===== config.mk =====
export PLATFORM = sky130hd
export DESIGN_NAME = intel_hex_record_parser_flat
export DESIGN_NICKNAME = d
export VERILOG_FILES = /design/src/rtl/ihex_pkg.sv /design/src/rtl/ihex_if.sv /design/src/rtl/intel_hex_record_parser.sv /design/src/flat_wrapper.sv
export SDC_FILE = /design/constraint.sdc
export NUM_CORES = 1
export LEC_CHECK = 0
export ABC_AREA = 1
export BUFFER_PORTS_ARGS = -buffer_cell sky130_fd_sc_hd__buf_2
export CORE_MARGIN = 3
export CORE_UTILIZATION = 30
export CTS_CLUSTER_DIAMETER = 200
export DETAILED_ROUTE_END_ITERATION = 16
export HOLD_SLACK_MARGIN = 0.02
export PLACE_DENSITY = 0.42
export SLEW_MARGIN = 20
export SYNTH_ARGS = -nofsm -noshare
export SYNTH_HDL_FRONTEND = slang
export SYNTH_SLANG_ARGS = --single-unit

===== constraint.sdc =====
create_clock -name clk -period 10.1 [get_ports clk]
set_clock_uncertainty 0.2 [all_clocks]
set_input_delay 1.01 -clock clk [delete_from_list [all_inputs] [get_ports clk]]
set_output_delay 1.01 -clock clk [all_outputs]
set_load 0.01 [all_outputs]

===== src/rtl/ihex_pkg.sv =====
`timescale 1ns / 1ps
// -----------------------------------------------------------------------------
// ihex_pkg
// Shared types, codes and helpers for the Intel HEX record parser.
// -----------------------------------------------------------------------------
package ihex_pkg;

  // Result kinds
  localparam logic [1:0] KIND_WRITE = 2'd0;
  localparam logic [1:0] KIND_EOF   = 2'd1;
  localparam logic [1:0] KIND_ERROR = 2'd2;

  // Error codes
  localparam logic [2:0] ERR_NONE      = 3'd0;
  localparam logic [2:0] ERR_HEADER    = 3'd1;
  localparam logic [2:0] ERR_TYPE      = 3'd2;
  localparam logic [2:0] ERR_CHECKSUM  = 3'd3;
  localparam logic [2:0] ERR_DIGIT     = 3'd4;

  // Record types
  localparam logic [7:0] REC_DATA     = 8'h00;
  localparam logic [7:0] REC_EOF      = 8'h01;
  localparam logic [7:0] REC_SEGMENT  = 8'h02;
  localparam logic [7:0] REC_START_SEG = 8'h03;
  localparam logic [7:0] REC_LINEAR   = 8'h04;

  // Characters
  localparam logic [7:0] CHAR_COLON = 8'h3a;
  localparam logic [7:0] CHAR_CR    = 8'h0d;
  localparam logic [7:0] CHAR_LF    = 8'h0a;

  localparam logic [15:0] LINE_MAX  = 16'hffff;
  localparam logic [31:0] LINEAR_MASK = 32'hffff0000;

  typedef struct packed {
    logic       ok;
    logic [3:0] value;
  } hex_digit_t;

  typedef struct packed {
    logic [1:0]  kind;
    logic [31:0] address;
    logic [7:0]  data_byte;
    logic [2:0]  error_code;
    logic [15:0] line_number;
  } result_t;

  // Decode one ASCII hex digit, upper or lower case
  function automatic hex_digit_t hex_decode(input logic [7:0] c);
    hex_digit_t d;
    d.ok    = 1'b0;
    d.value = 4'd0;
    if (c >= 8'h30 && c <= 8'h39) begin
      d.ok    = 1'b1;
      d.value = c[3:0];
    end else if ((c >= 8'h41 && c <= 8'h46) || (c >= 8'h61 && c <= 8'h66)) begin
      d.ok    = 1'b1;
      d.value = c[3:0] + 4'd9;
    end
    return d;
  endfunction

endpackage


===== src/rtl/ihex_if.sv =====
`timescale 1ns / 1ps
// -----------------------------------------------------------------------------
// ihex_if
// Valid/ready channels: one for HEX text characters, one for parser results.
// -----------------------------------------------------------------------------
interface ihex_char_if;
  logic       valid;
  logic       ready;
  logic [7:0] ch;

  modport source (output valid, output ch, input ready);
  modport sink   (input valid, input ch, output ready);
endinterface

interface ihex_result_if;
  logic        valid;
  logic        ready;
  logic [1:0]  kind;
  logic [31:0] address;
  logic [7:0]  data_byte;
  logic [2:0]  error_code;
  logic [15:0] line_number;

  modport source (output valid, output kind, output address, output data_byte,
                  output error_code, output line_number, input ready);
  modport sink   (input valid, input kind, input address, input data_byte,
                  input error_code, input line_number, output ready);
endinterface


===== src/rtl/intel_hex_record_parser.sv =====
`timescale 1ns / 1ps
// Path: input register (character transferred in), then result register.
// Throughput: one character per cycle unless the output stalls; the record
//   state advances in one pass.
// A stalled output holds one result while one more character waits in the
//   input register. Synchronous active-low reset returns to waiting for a colon.
// -----------------------------------------------------------------------------
// intel_hex_record_parser
// Parses Intel HEX text one character at a time and emits memory writes,
// end of file and error events.
// -----------------------------------------------------------------------------
module intel_hex_record_parser
  import ihex_pkg::*;
(
  input  logic          clk,
  input  logic          rst_n,
  ihex_char_if.sink     in_chan,
  ihex_result_if.source out_chan
);

  localparam logic [3:0] PH_WAIT   = 4'd0;
  localparam logic [3:0] PH_COUNT  = 4'd1;
  localparam logic [3:0] PH_OFFSET = 4'd2;
  localparam logic [3:0] PH_TYPE   = 4'd3;
  localparam logic [3:0] PH_DATA   = 4'd4;
  localparam logic [3:0] PH_EXT    = 4'd5;
  localparam logic [3:0] PH_SKIP   = 4'd6;
  localparam logic [3:0] PH_CHECK  = 4'd7;
  localparam logic [3:0] PH_EOL    = 4'd8;

  // Input register
  logic       in_valid_r;
  logic [7:0] in_ch_r;

  // Record state
  logic [3:0]  phase_r, phase_nxt;
  logic [2:0]  nib_r, nib_nxt;
  logic [15:0] accum_r, accum_nxt;
  logic [7:0]  byte_count_r, byte_count_nxt;
  logic [7:0]  rec_type_r, rec_type_nxt;
  logic [31:0] base_r, base_nxt;
  logic [31:0] waddr_r, waddr_nxt;
  logic [7:0]  sum_r, sum_nxt;
  logic [7:0]  left_r, left_nxt;
  logic [15:0] line_r, line_nxt;
  logic        finished_r, finished_nxt;

  // Result register
  logic    out_valid_r;
  result_t out_r;

  logic       fire;
  logic       res_valid;
  result_t    res;
  hex_digit_t dig;
  logic [15:0] acc_new;
  logic [2:0]  nib_new;
  logic [7:0]  left_dec;
  logic        is_eol;

  // Process the held character when the result register is free or draining
  assign fire         = in_valid_r && (!out_valid_r || out_chan.ready);
  assign in_chan.ready = !in_valid_r || fire;

  assign dig      = hex_decode(in_ch_r);
  assign acc_new  = {accum_r[11:0], dig.value};
  assign nib_new  = nib_r + 3'd1;
  assign left_dec = left_r - 8'd1;
  assign is_eol   = (in_ch_r == CHAR_CR) || (in_ch_r == CHAR_LF);

  // Parse one character
  always_comb begin
    phase_nxt      = phase_r;
    nib_nxt        = nib_r;
    accum_nxt      = accum_r;
    byte_count_nxt = byte_count_r;
    rec_type_nxt   = rec_type_r;
    base_nxt       = base_r;
    waddr_nxt      = waddr_r;
    sum_nxt        = sum_r;
    left_nxt       = left_r;
    line_nxt       = line_r;
    finished_nxt   = finished_r;
    res_valid      = 1'b0;
    res            = '0;
    res.line_number = line_r;

    if (fire && !finished_r) begin
      if (phase_r == PH_WAIT) begin
        if (in_ch_r == CHAR_COLON) begin
          sum_nxt   = 8'd0;
          phase_nxt = PH_COUNT;
          nib_nxt   = 3'd0;
          accum_nxt = 16'd0;
        end else if (!is_eol) begin
          finished_nxt   = 1'b1;
          res_valid      = 1'b1;
          res.kind       = KIND_ERROR;
          res.error_code = ERR_HEADER;
        end
      end else if (phase_r == PH_EOL) begin
        if (is_eol) phase_nxt = PH_WAIT;
      end else if (!dig.ok) begin
        finished_nxt   = 1'b1;
        res_valid      = 1'b1;
        res.kind       = KIND_ERROR;
        res.error_code = (phase_r <= PH_TYPE) ? ERR_HEADER : ERR_DIGIT;
      end else begin
        accum_nxt = acc_new;
        nib_nxt   = nib_new;
        unique case (phase_r)
          PH_COUNT: begin
            if (nib_new == 3'd2) begin
              byte_count_nxt = acc_new[7:0];
              sum_nxt        = sum_r + acc_new[7:0];
              phase_nxt      = PH_OFFSET;
              nib_nxt        = 3'd0;
              accum_nxt      = 16'd0;
            end
          end
          PH_OFFSET: begin
            if (nib_new == 3'd4) begin
              sum_nxt   = sum_r + acc_new[15:8] + acc_new[7:0];
              waddr_nxt = base_r + {16'd0, acc_new};
              phase_nxt = PH_TYPE;
              nib_nxt   = 3'd0;
              accum_nxt = 16'd0;
            end
          end
          PH_TYPE: begin
            if (nib_new == 3'd2) begin
              rec_type_nxt = acc_new[7:0];
              sum_nxt      = sum_r + acc_new[7:0];
              left_nxt     = byte_count_r;
              nib_nxt      = 3'd0;
              accum_nxt    = 16'd0;
              case (acc_new[7:0])
                REC_DATA:      phase_nxt = (byte_count_r != 8'd0) ? PH_DATA : PH_CHECK;
                REC_START_SEG: phase_nxt = (byte_count_r != 8'd0) ? PH_SKIP : PH_CHECK;
                REC_SEGMENT, REC_LINEAR: phase_nxt = PH_EXT;
                REC_EOF: begin
                  finished_nxt = 1'b1;
                  res_valid    = 1'b1;
                  res.kind     = KIND_EOF;
                end
                default: begin
                  finished_nxt   = 1'b1;
                  res_valid      = 1'b1;
                  res.kind       = KIND_ERROR;
                  res.error_code = ERR_TYPE;
                end
              endcase
            end
          end
          PH_DATA: begin
            if (nib_new == 3'd2) begin
              sum_nxt       = sum_r + acc_new[7:0];
              waddr_nxt     = waddr_r + 32'd1;
              left_nxt      = left_dec;
              phase_nxt     = (left_dec != 8'd0) ? PH_DATA : PH_CHECK;
              nib_nxt       = 3'd0;
              accum_nxt     = 16'd0;
              res_valid     = 1'b1;
              res.kind      = KIND_WRITE;
              res.address   = waddr_r;
              res.data_byte = acc_new[7:0];
            end
          end
          PH_SKIP: begin
            if (nib_new == 3'd2) begin
              sum_nxt   = sum_r + acc_new[7:0];
              left_nxt  = left_dec;
              phase_nxt = (left_dec != 8'd0) ? PH_SKIP : PH_CHECK;
              nib_nxt   = 3'd0;
              accum_nxt = 16'd0;
            end
          end
          PH_EXT: begin
            if (nib_new == 3'd4) begin
              sum_nxt = sum_r + acc_new[15:8] + acc_new[7:0];
              if (rec_type_r == REC_SEGMENT) begin
                base_nxt = {12'd0, acc_new, 4'd0};
              end else begin
                base_nxt = {acc_new, 16'd0} & LINEAR_MASK;
              end
              phase_nxt = PH_CHECK;
              nib_nxt   = 3'd0;
              accum_nxt = 16'd0;
            end
          end
          PH_CHECK: begin
            if (nib_new == 3'd2) begin
              if ((sum_r + acc_new[7:0]) != 8'd0) begin
                finished_nxt   = 1'b1;
                res_valid      = 1'b1;
                res.kind       = KIND_ERROR;
                res.error_code = ERR_CHECKSUM;
              end else begin
                if (line_r != LINE_MAX) line_nxt = line_r + 16'd1;
                phase_nxt = PH_EOL;
                nib_nxt   = 3'd0;
                accum_nxt = 16'd0;
              end
            end
          end
          default: begin
            phase_nxt = PH_WAIT;
            nib_nxt   = 3'd0;
            accum_nxt = 16'd0;
          end
        endcase
      end
    end
  end

  // Hold one character until it is processed
  always_ff @(posedge clk) begin
    if (!rst_n) begin
      in_valid_r <= 1'b0;
    end else if (in_chan.ready) begin
      in_valid_r <= in_chan.valid;
    end
    if (in_chan.ready && in_chan.valid) in_ch_r <= in_chan.ch;
  end

  // Advance record state
  always_ff @(posedge clk) begin
    if (!rst_n) begin
      phase_r      <= PH_WAIT;
      nib_r        <= 3'd0;
      accum_r      <= 16'd0;
      byte_count_r <= 8'd0;
      rec_type_r   <= 8'd0;
      base_r       <= 32'd0;
      waddr_r      <= 32'd0;
      sum_r        <= 8'd0;
      left_r       <= 8'd0;
      line_r       <= 16'd1;
      finished_r   <= 1'b0;
    end else begin
      phase_r      <= phase_nxt;
      nib_r        <= nib_nxt;
      accum_r      <= accum_nxt;
      byte_count_r <= byte_count_nxt;
      rec_type_r   <= rec_type_nxt;
      base_r       <= base_nxt;
      waddr_r      <= waddr_nxt;
      sum_r        <= sum_nxt;
      left_r       <= left_nxt;
      line_r       <= line_nxt;
      finished_r   <= finished_nxt;
    end
  end

  // Load the result register, drop it once transferred
  always_ff @(posedge clk) begin
    if (!rst_n) begin
      out_valid_r <= 1'b0;
    end else if (fire) begin
      out_valid_r <= res_valid;
    end else if (out_chan.ready) begin
      out_valid_r <= 1'b0;
    end
    if (fire && res_valid) out_r <= res;
  end

  assign out_chan.valid       = out_valid_r;
  assign out_chan.kind        = out_r.kind;
  assign out_chan.address     = out_r.address;
  assign out_chan.data_byte   = out_r.data_byte;
  assign out_chan.error_code  = out_r.error_code;
  assign out_chan.line_number = out_r.line_number;

  // End of file and errors are sticky
  a_finished_sticky: assert property (@(posedge clk) disable iff (!rst_n)
    finished_r |=> finished_r)
    else $error("finished flag cleared without reset");

  // An end or error event stops the parser
  a_event_finishes: assert property (@(posedge clk) disable iff (!rst_n)
    (fire && res_valid && res.kind != KIND_WRITE) |=> finished_r)
    else $error("end or error event did not stop the parser");

  // Nothing is produced after the parser has stopped
  a_quiet_after_finish: assert property (@(posedge clk) disable iff (!rst_n)
    finished_r |-> !res_valid)
    else $error("result produced after end of file or error");

  // Line counter starts at one and saturates, so it never reads zero
  a_line_nonzero: assert property (@(posedge clk) disable iff (!rst_n)
    line_r != 16'd0)
    else $error("line counter wrapped to zero");

endmodule

===== src/flat_wrapper.sv =====
// flat-port wrapper written by rule: the top's interface ports become plain ports
module intel_hex_record_parser_flat import ihex_pkg::*;
  (clk, rst_n, in_chan_valid, in_chan_ch, in_chan_ready, out_chan_valid, out_chan_kind, out_chan_address, out_chan_data_byte, out_chan_error_code, out_chan_line_number, out_chan_ready);
  ihex_char_if in_chan_i ();
  ihex_result_if out_chan_i ();
  input  logic clk;
  input  logic rst_n;
  input wire logic [$bits(in_chan_i.valid)-1:0] in_chan_valid;
  input wire logic [$bits(in_chan_i.ch)-1:0] in_chan_ch;
  output wire logic [$bits(in_chan_i.ready)-1:0] in_chan_ready;
  output wire logic [$bits(out_chan_i.valid)-1:0] out_chan_valid;
  output wire logic [$bits(out_chan_i.kind)-1:0] out_chan_kind;
  output wire logic [$bits(out_chan_i.address)-1:0] out_chan_address;
  output wire logic [$bits(out_chan_i.data_byte)-1:0] out_chan_data_byte;
  output wire logic [$bits(out_chan_i.error_code)-1:0] out_chan_error_code;
  output wire logic [$bits(out_chan_i.line_number)-1:0] out_chan_line_number;
  input wire logic [$bits(out_chan_i.ready)-1:0] out_chan_ready;
  assign in_chan_i.valid = in_chan_valid;
  assign in_chan_i.ch = in_chan_ch;
  assign in_chan_ready = in_chan_i.ready;
  assign out_chan_valid = out_chan_i.valid;
  assign out_chan_kind = out_chan_i.kind;
  assign out_chan_address = out_chan_i.address;
  assign out_chan_data_byte = out_chan_i.data_byte;
  assign out_chan_error_code = out_chan_i.error_code;
  assign out_chan_line_number = out_chan_i.line_number;
  assign out_chan_i.ready = out_chan_ready;
  intel_hex_record_parser u_core (.clk(clk), .rst_n(rst_n), .in_chan(in_chan_i), .out_chan(out_chan_i));
endmodule

==> results of run 1 <==
worst register-to-register path, cell delays in order (launching register included):
cell      delay [ps]
edfxtp_1         420
inv_1            110
ha_1             200
inv_1             80
nand3_2          130
nand3_4          150
nand2_1           60
nand2_1          110
nand2_2          130
inv_4            130
ha_1             200
inv_1             70
fa_1             400
inv_1             90
nand4_1          100
o211ai_1         130
xnor2_1          140
nand4_1          170
nand2_1           70
inv_1             50
nand2_1           60
nand2_1           60
nand2_1           50
nand2_1           50
nand2_1           70
inv_2             60
buf_4            620
cells by family after synthesis:
| logic type | count (synthesis) |
|---|---|
| simple gates | 574 |
| compound gates | 315 |
| buf+inv | 253 |
| flops | 199 |
| fa+ha+maj | 46 |
| xor+xnor | 44 |
| mux | 1 |
worst paths after layout:
path	startpoint	to	slack, ps	cells after the start
max	u_core.in_ch_r[0]$_DFFE_PP_	u_core.out_chan.address[28]$_SDFFCE_PP0P_	5570	26
max reg2reg	u_core.in_ch_r[0]$_DFFE_PP_	u_core.out_chan.address[28]$_SDFFCE_PP0P_	5570	26
min reg2reg	u_core.rec_type_r[4]$_SDFFE_PN0P_	u_core.rec_type_r[4]$_SDFFE_PN0P_	250	2
min	u_core.rec_type_r[4]$_SDFFE_PN0P_	u_core.rec_type_r[4]$_SDFFE_PN0P_	250	2
final cells by class:
cell class / count / area (um2)
flip-flops and latches: 199 / 4674
repair buffers: 83 / 437.9
fillers: 3864 / 23380
inverters: 209 / 788.3
clock buffers: 18 / 429.2
clock inverters: 14 / 244.0
multi-input cells: 980 / 5383
well taps: 461 / 576.8
power by group:
group | internal (uW) | switching [uW] | total [uW] | leakage, uW
sequential | 839 | 4.30 | 843 | 0.00173
clock | 449 | 340 | 789 | 0.000326
combinational | 18.9 | 50.8 | 69.7 | 0.00281
total | 1310 | 395 | 1700 | 0.00486
registers in the layout, indices dropped and copies added, names as in the netlist:
register	flops
u_core.out_chan.error_code	3
u_core.base_r	28
u_core.out_chan.address	32
u_core.byte_count_r	8
u_core.accum_r	12
u_core.out_chan.line_number	16
u_core.out_chan.data_byte	8
u_core.rec_type_r	8
u_core.in_valid_r	1
u_core.out_chan.kind	2
u_core.left_r	8
u_core.line_r	16
u_core.in_ch_r	8
u_core.sum_r	8
u_core.waddr_r	32
u_core.phase_r	4
u_core.nib_r	3
u_core.finished_r	1
u_core.out_chan.valid	1
layout by cell type, fill, tap and decap left out, types with 9 or more instances in the layout:
cell,instances
a31oi_1,10
inv_2,21
o21ai_0,91
buf_4,9
xor2_1,30
nor2_1,125
o211ai_1,9
nand2_2,9
xnor2_1,14
nand4_1,27
buf_2,74
nand2_1,252
edfxtp_1,69
dfxtp_1,130
ha_1,36
nor3_1,45
a21oi_1,155
clkbuf_16,17
nand3_1,77
fa_1,10
a211oi_1,16
inv_1,184
stage by stage:
step                      power (uW)  cell area [um2]  util [%]  setup slack (ps)  instances
after detailed placement       932.7            11860     33.02              5539       1932
after global routing            1764            12530     34.90              5076       1964
after CTS                       1728            12530     34.90              5520       1964
after global placement         932.4            11860     33.02              5611       1932
after floorplan                905.8            11040         -              5537       1432
final                           1701            12530     34.90              5566       1964
per-layer routing:
layer | vias to the layer above | part of all wire (%) | track usage [%]
li1 | 4908 | - | -
met1 | 4427 | 51 | 23.88
met2 | 150 | 45 | 26.42
met3 | 17 | 3.3 | 2.791
met4 | 0 | 0.89 | 3.748
met5 | - | 0 | 0
==> flow_metrics.tcl, run 1 <==
set metrics [dict create \
    firstDrtPassIters 5 \
    grt_usage_pct 16.66 \
    synth_top_family_by_area "simple AND/OR/NAND/NOR gates" \
    critPathTopFamily "simple AND/OR/NAND/NOR gates" \
    critical_path_class "reg -> reg" \
    crit_required_ps 9990 \
    synth_nets 1490 \
    layout_worst_path_cycle_share_pct 44.89 \
    cp_num_buf_inv 8 \
    hold_ws_ps 251.3 \
    die_w_um 197.9 \
    min_path_type "reg -> reg" \
    vias 9502 \
    status "completed" \
    synth_mux_area_share_pct 0.09065 \
    relSlewSlack_pct 40.37 \
    synth_top_area_share_pct 23.57 \
    path_clk_slew_ps 70 \
    fin_tns_setup_ps 0 \
    seq_area_frac_synth_pct 42.33 \
    final_antenna_net_count 0 \
    clk_latency_ps 460 \
    cts_tree "yes" \
    place_congestion 0.8169 \
    ir_drop_v 0.0001215 \
    postCtsHoldBufs 0 \
    port_buffers 74 \
    cts_setup_buffers 0 \
    ctsResizeCount 0 \
    yosysUniqueCellTypes 56 \
    fmax_mhz 220.6 \
    fp.dieH_um 197.9 \
    synthFlopType "dfxtp_1" \
    wl_per_cell_um 16.14 \
    crit_arrival_ps 4420 \
    cts_sinks 199 \
    grt_first_pass_wirelength_mm 51.74 \
    grt_overflow 0 \
    yosys_warnings 0 \
    grt_pass1_vias 9340 \
    yosysMostFrequentCell "nand2_1" \
    syn_avg_cell_area_um2 7.711 \
    finalHoldViolations 0 \
    synth_edf_count 69 \
    row_count 69 \
    min_period_ps 4534 \
    post-dp-hpwl_mm 22.63 \
    cts-buffers-inserted 17 \
    worstPathMaxFanout 61 \
    drive_gt1_share_pct 11.51 \
    rsz0062_at_grt "no" \
    cts_root_buf "clkbuf_16" \
    synthTopCellsByCount "252 x nand2_1, 186 x inv_1, 155 x a21oi_1" \
    critical_path.max_stage_delay_ps 620 \
    setup_viol 0 \
    powerDensity_nw_per_um2 135.8 \
    initial_utilization_pct 30.74 \
    worst_path_most_repeated_cell "nand2_1" \
    synth-adder-area-share_pct 5.892 \
    p_leak_uw 0.004859 \
    synthSimpleGateAreaFrac_pct 23.40 \
    synth_xor_area_share_pct 3.490 \
    synth_compound_area_share_pct 15.88 \
    via_per_inst 4.838 \
    drc_errors 0 \
    htreeDepth 4 \
    start_kind "flop" \
    core_um2 35910 \
    clockBufferDepth 2 \
    area_delta_synth_final_pct 13.51 \
    routed_wl_mm 31.71 \
    io-pin-count 75 \
    synth-seq-cells 199 \
    synth-async-reset-ratio_pct 0 \
    crit_path_top_delay_cell "buf_4" \
    synth_top_area_cell "dfxtp_1" \
    end_kind "flop" \
    antennaDiodeCount 0 \
    finalMaxSlewViolations 0 \
    antenna_found_initial 0 \
    die_area_um2 39140 \
    nets 1548 \
    syn_area_um2 11040 \
    drt_iter0_drc 620 \
    synthTopCellsByArea "dfxtp_1 24%, edfxtp_1 19%, nand2_1 8.6%, a21oi_1 7.0%, inv_1 6.3%" \
    syn_inst 1432 \
    grt_max_degree 67 \
    tightest_slew_ps 894.5 \
    drv_cap 0 \
]
Power figures use the tool's default switching activity.
==> run 2: changes to the inputs <==
--- a/config.mk
+++ b/config.mk
@@ -12,7 +12,7 @@
 export CTS_CLUSTER_DIAMETER = 200
 export DETAILED_ROUTE_END_ITERATION = 16
 export HOLD_SLACK_MARGIN = 0.02
-export PLACE_DENSITY = 0.42
+export PLACE_DENSITY = 0.44
 export SLEW_MARGIN = 20
 export SYNTH_ARGS = -nofsm -noshare
 export SYNTH_HDL_FRONTEND = slang
==> constraint.sdc (replaced) <==
create_clock -name clk -period 3.9 [get_ports clk]
set_clock_uncertainty 0.2 [all_clocks]
set_input_delay 0.39 -clock clk [delete_from_list [all_inputs] [get_ports clk]]
set_output_delay 0.39 -clock clk [all_outputs]
set_load 0.01 [all_outputs]
==> run 2 against run 1 <==
  * Core utilization increased by 1.2 points
  * Routed wire length decreased by 0.26%
  * Non-clock buffer count increased by 40
  * Largest cell class unchanged
  * Largest power group unchanged
==> flow_metrics.tcl, run 2 (synthesized netlist as in run 1, its figures left out) <==
set metrics [dict create \
    wl_per_cell_um 15.78 \
    grt_max_degree 57 \
    fin_tns_setup_ps 0 \
    critical_path_class "reg -> reg" \
    worst_path_most_repeated_cell "nand2_1" \
    cts_root_buf "clkbuf_16" \
    cts-buffers-inserted 17 \
    final_cell_mix "245 x nand2_1, 177 x inv_1, 155 x a21oi_1" \
    crit_required_ps 3900 \
    relSlewSlack_pct 53.14 \
    clockBufferDepth 2 \
    antenna_found_initial 0 \
    final_antenna_net_count 0 \
    powerDensity_nw_per_um2 327.5 \
    grt_first_pass_wirelength_mm 50.51 \
    firstDrtPassIters 5 \
    min_period_ps 3825 \
    htreeDepth 4 \
    core_um2 35910 \
    routed_wl_mm 31.62 \
    design_area_um2 12980 \
    fp.dieH_um 197.9 \
    place_congestion 0.9222 \
    vias 9755 \
    critPathTopFamily "simple AND/OR/NAND/NOR gates" \
    p_leak_uw 0.005025 \
    drive_gt1_share_pct 14.97 \
    drt_iter0_drc 604 \
    min_path_type "in -> reg" \
    worstPathMaxFanout 8 \
    start_kind "flop" \
    area_delta_synth_final_pct 17.54 \
    io-pin-count 75 \
    critical_path.max_stage_delay_ps 410 \
    die_w_um 197.9 \
    finalHoldViolations 0 \
    post-dp-hpwl_mm 22.77 \
    dpl_cell_area_um2 12130 \
    fmax_mhz 261.4 \
    multi_input_area_um2 5513 \
    port_buffers 74 \
    via_per_inst 4.868 \
    row_count 69 \
    grt_overflow 0 \
    path_clk_slew_ps 70 \
    antennaDiodeCount 0 \
    drc_errors 0 \
    hold_ws_ps 89.49 \
    cts_sinks 199 \
    crit_path_top_delay_cell "edfxtp_1" \
    cp_num_buf_inv 9 \
    die_area_um2 39140 \
    end_kind "flop" \
    initial_utilization_pct 30.74 \
    nets 1588 \
    tightest_slew_ps 702.9 \
    status "completed" \
    rsz0062_at_grt "yes" \
    ir_drop_v 0.0003144 \
    crit_arrival_ps 3830 \
    layout_worst_path_cycle_share_pct 98.09 \
    cts_tree "yes" \
    setup_viol 0 \
    final_util_pct 36.14 \
    ff_latch_area_um2 4674 \
    layout_commonest_cell "nand2_1" \
    grt_pass1_vias 9411 \
    worst_slack_ps 74.50 \
    finalMaxSlewViolations 0 \
    clk_latency_ps 450 \
    num-fill-cells 3819 \
    grt_usage_pct 16.22 \
    post-place-ws_ps 62.54 \
    drv_cap 0 \
]
run 2: changes by cell type in the layout (fill, tap and decap cells not counted), moves of 4 or more:
cell | before | now
buf_4 | 9 | 35
nand2_2 | 9 | 14
dlygate4sd3_1 | 0 | 9
ha_1 | 36 | 31
clkinvlp_4 | 0 | 4
ha_4 | 0 | 4
inv_1 | 184 | 177
inv_2 | 21 | 27
nand2_1 | 252 | 245
run 2: tightest hold or removal path, delay by kind of cell:
family                 cells  cell delay, ps
and+or+nand+nor            2             140
buffers and inverters      1              80
AOI/OAI and AO/OA          1              70
run 2: final cells by class:
class	instances	share of cell area, %
clock buffers	20	3.519
clock inverters	12	1.089
inverters	209	6.102
multi-input cells	980	42.48
flip-flops and latches	199	36.02
well taps	461	4.444
repair buffers	123	6.353
run 2: repair_timing:
item / CTS / global route
hold buffers: 9 / 0
resized for setup: 0 / 16
setup endpoints to repair: 0 / 92
hold endpoints to repair: 9 / 0
setup buffers: 0 / 2
run 2: where the power goes:
| group | switching, uW | total, uW | internal, uW |
|---|---|---|---|
| combinational | 148 | 228 | 80.4 |
| clock | 847 | 1840 | 991 |
| sequential | 11.2 | 2180 | 2170 |
run 2: through the flow:
step / instances / total power (uW)
6_report: 2004 / 4250
5_1_grt: 2004 / 4414
4_1_cts: 1999 / 4303
3_5_place_dp: 1958 / 2438
3_3_place_gp: 1958 / 2436
2_1_floorplan: 1432 / 2352
run 2: path summary, 6_finish.rpt:
check | to | cells after the start | slack, ps | startpoint
setup / recovery | u_core.out_chan.data_byte[2]$_SDFFCE_PP0P_ | 29 | 70 | u_core.in_ch_r[0]$_DFFE_PP_
hold reg to reg | u_core.rec_type_r[4]$_SDFFE_PN0P_ | 2 | 250 | u_core.rec_type_r[4]$_SDFFE_PN0P_
hold / removal | u_core.in_valid_r$_SDFFE_PN0N_ | 4 | 90 | out_chan_ready
setup reg to reg | u_core.out_chan.data_byte[2]$_SDFFCE_PP0P_ | 29 | 70 | u_core.in_ch_r[0]$_DFFE_PP_
run 2: per-layer routing:
layer,share of wire (%),routed length [um],track usage (%),vias to the layer above
li1,-,-,-,4998
met2,45,14180,25.85,170
met1,50,15800,22.78,4556
met3,3.3,1039,2.433,31
met5,0,0,0,-
met4,1.9,607,4.902,0
==> run 3: changes to the inputs <==
--- a/config.mk
+++ b/config.mk
@@ -6,13 +6,13 @@
 export NUM_CORES = 1
 export LEC_CHECK = 0
 export ABC_AREA = 1
-export BUFFER_PORTS_ARGS = -buffer_cell sky130_fd_sc_hd__buf_2
 export CORE_MARGIN = 3
 export CORE_UTILIZATION = 30
 export CTS_CLUSTER_DIAMETER = 200
 export DETAILED_ROUTE_END_ITERATION = 16
+export DONT_BUFFER_PORTS = 1
 export HOLD_SLACK_MARGIN = 0.02
-export PLACE_DENSITY = 0.44
+export PLACE_DENSITY = 0.42
 export SLEW_MARGIN = 20
 export SYNTH_ARGS = -nofsm -noshare
 export SYNTH_HDL_FRONTEND = slang
==> run 3 against run 2 <==
  * Total power is 0.69% lower
  * Critical path depth fell by 2
  * Via count decreased by 2.7%
  * Clock power is essentially flat
  * Largest cell class unchanged
  * Sequential cell count is the same
  * Routed wire length grew 3.8%
  * Die area unchanged
  * Sequential share of layout area rose by 0.55 points
  * Register-to-register slack worse by 30 ps
  * Critical path type unchanged
  * First-iteration DRC count shrank 12%
  * Setup slack got worse by 27 ps
==> flow_metrics.tcl, run 3 (synthesized netlist as in run 1, its figures left out) <==
set metrics [dict create \
    cts-buffers-inserted 17 \
    initial_utilization_pct 30.74 \
    setup_viol 0 \
    fmax_mhz 259.6 \
    antenna_found_initial 0 \
    ir_drop_v 0.0003297 \
    final_cell_count_no_fill 1940 \
    tightest_slew_ps 693.0 \
    post-dp-hpwl_mm 23.00 \
    drc_errors 0 \
    area_delta_synth_final_pct 15.77 \
    crit_arrival_ps 3870 \
    min_period_ps 3852 \
    fp.dieH_um 197.9 \
    clockPowerShare_pct 42.9 \
    cts_sinks 199 \
    nets 1524 \
    power_frac_comb_pct 5.0 \
    layout_worst_path_cycle_share_pct 98.78 \
    drive_gt1_share_pct 11.70 \
    seqPwrFrac_pct 52.2 \
    clk_latency_ps 460 \
    final_cell_mix "244 x nand2_1, 176 x inv_1, 154 x a21oi_1" \
    internal_power_uw 3203 \
    die_w_um 197.9 \
    via_per_inst 4.891 \
    htreeDepth 4 \
    core_um2 35910 \
    vias 9489 \
    crit_path_top_delay_cell "edfxtp_1" \
    grt_overflow 0 \
    antennaDiodeCount 0 \
    switching_power_uw 1018 \
    worst_slack_ps 47.62 \
    wl_per_cell_um 16.92 \
    critical_path_class "reg -> reg" \
    drv_cap 0 \
    worstPathMaxFanout 7 \
    post-place-ws_ps 54.43 \
    sw_frac_of_total_pct 24.11 \
    end_kind "flop" \
    rsz0062_at_grt "yes" \
    final_antenna_net_count 0 \
    grt_first_pass_wirelength_mm 51.69 \
    crit_required_ps 3910 \
    worst_path_most_repeated_cell "nand2_1" \
    grt_usage_pct 16.75 \
    cts_root_buf "clkbuf_16" \
    min_path_type "in -> reg" \
    finalHoldViolations 0 \
    path_clk_slew_ps 70 \
    relSlewSlack_pct 53.37 \
    finalMaxSlewViolations 0 \
    io-pin-count 75 \
    powerDensity_nw_per_um2 330.2 \
    grt_max_degree 56 \
    place_congestion 0.8979 \
    row_count 69 \
    start_kind "flop" \
    firstDrtPassIters 4 \
    status "completed" \
    layout_commonest_cell "nand2_1" \
    place_inst 1881 \
    routed_wl_mm 32.82 \
    grt_pass1_vias 9277 \
    cts_tree "yes" \
    port_buffers 0 \
    critical_path.max_stage_delay_ps 430 \
    clockBufferDepth 2 \
    p_leak_uw 0.004832 \
    drt_iter0_drc 529 \
    die_area_um2 39140 \
]
[run 3: routing by layer]
layer	track usage, %	wire [um]
met3	2.314	969
met2	26.95	14590
met1	23.72	16710
met5	0	0
met4	4.377	554
[run 3: final cells by class]
| cell class | count | area, um2 |
|---|---|---|
| clock buffer | 19 | 432.9 |
| clock inverter | 13 | 142.6 |
| fill | 3800 | 23130 |
| inverter | 209 | 799.5 |
| multi-input combinational | 980 | 5560 |
| sequential | 199 | 4674 |
| tap | 461 | 576.8 |
| timing repair buffer | 59 | 596.8 |
[run 3: metrics by stage]
stage	area, um2	util [%]	hold slack (ps)	total power [uW]	TNS [ps]
detailed placement	11750	32.73	238.9	2404	0
finish	12780	35.59	66.08	4221	0
global placement	11750	32.73	232.9	2403	0
global route	12780	35.59	65.39	4373	-9305
floorplan	11110	-	223.8	2352	-20830
CTS	12450	34.68	54.69	4254	0
[run 3: path summary, 6_finish.rpt]
check / start / endpoint / slack (ps) / depth (start not counted)
hold reg to reg: u_core.finished_r$_SDFFE_PN0P_ / u_core.finished_r$_SDFFE_PN0P_ / 250 / 2
hold / removal: out_chan_ready / u_core.out_chan.valid$_SDFFE_PN0P_ / 70 / 3
setup / recovery: u_core.in_ch_r[0]$_DFFE_PP_ / u_core.out_chan.address[14]$_SDFFCE_PP0P_ / 50 / 27
setup reg to reg: u_core.in_ch_r[0]$_DFFE_PP_ / u_core.out_chan.address[14]$_SDFFCE_PP0P_ / 50 / 27
[run 3: critical path, delay by kind of cell (launching register included)]
| family | cells | cell delay [ps] |
|---|---|---|
| flip-flops | 1 | 430 |
| AND/OR/NAND/NOR | 15 | 1380 |
| XOR/XNOR | 1 | 160 |
| adder cells (fa/ha/maj) | 3 | 680 |
| buffers and inverters | 8 | 750 |
[run 3: power by group through the flow]
stage	clock network [uW]	logic [uW]	registers [uW]
floorplan	0	106	2250
global placement	0	152	2250
detailed placement	0	153	2250
CTS	1880	175	2200
global route	1940	231	2210
finish	1810	209	2200
[run 3: repair_timing]
action,CTS,global route
endpoints found under the setup margin,16,91
cloned,0,6
resized for setup,0,36
hold buffers,10,0
endpoints found under the hold margin,64,0
pin swaps,0,14
buffers inserted,1,12
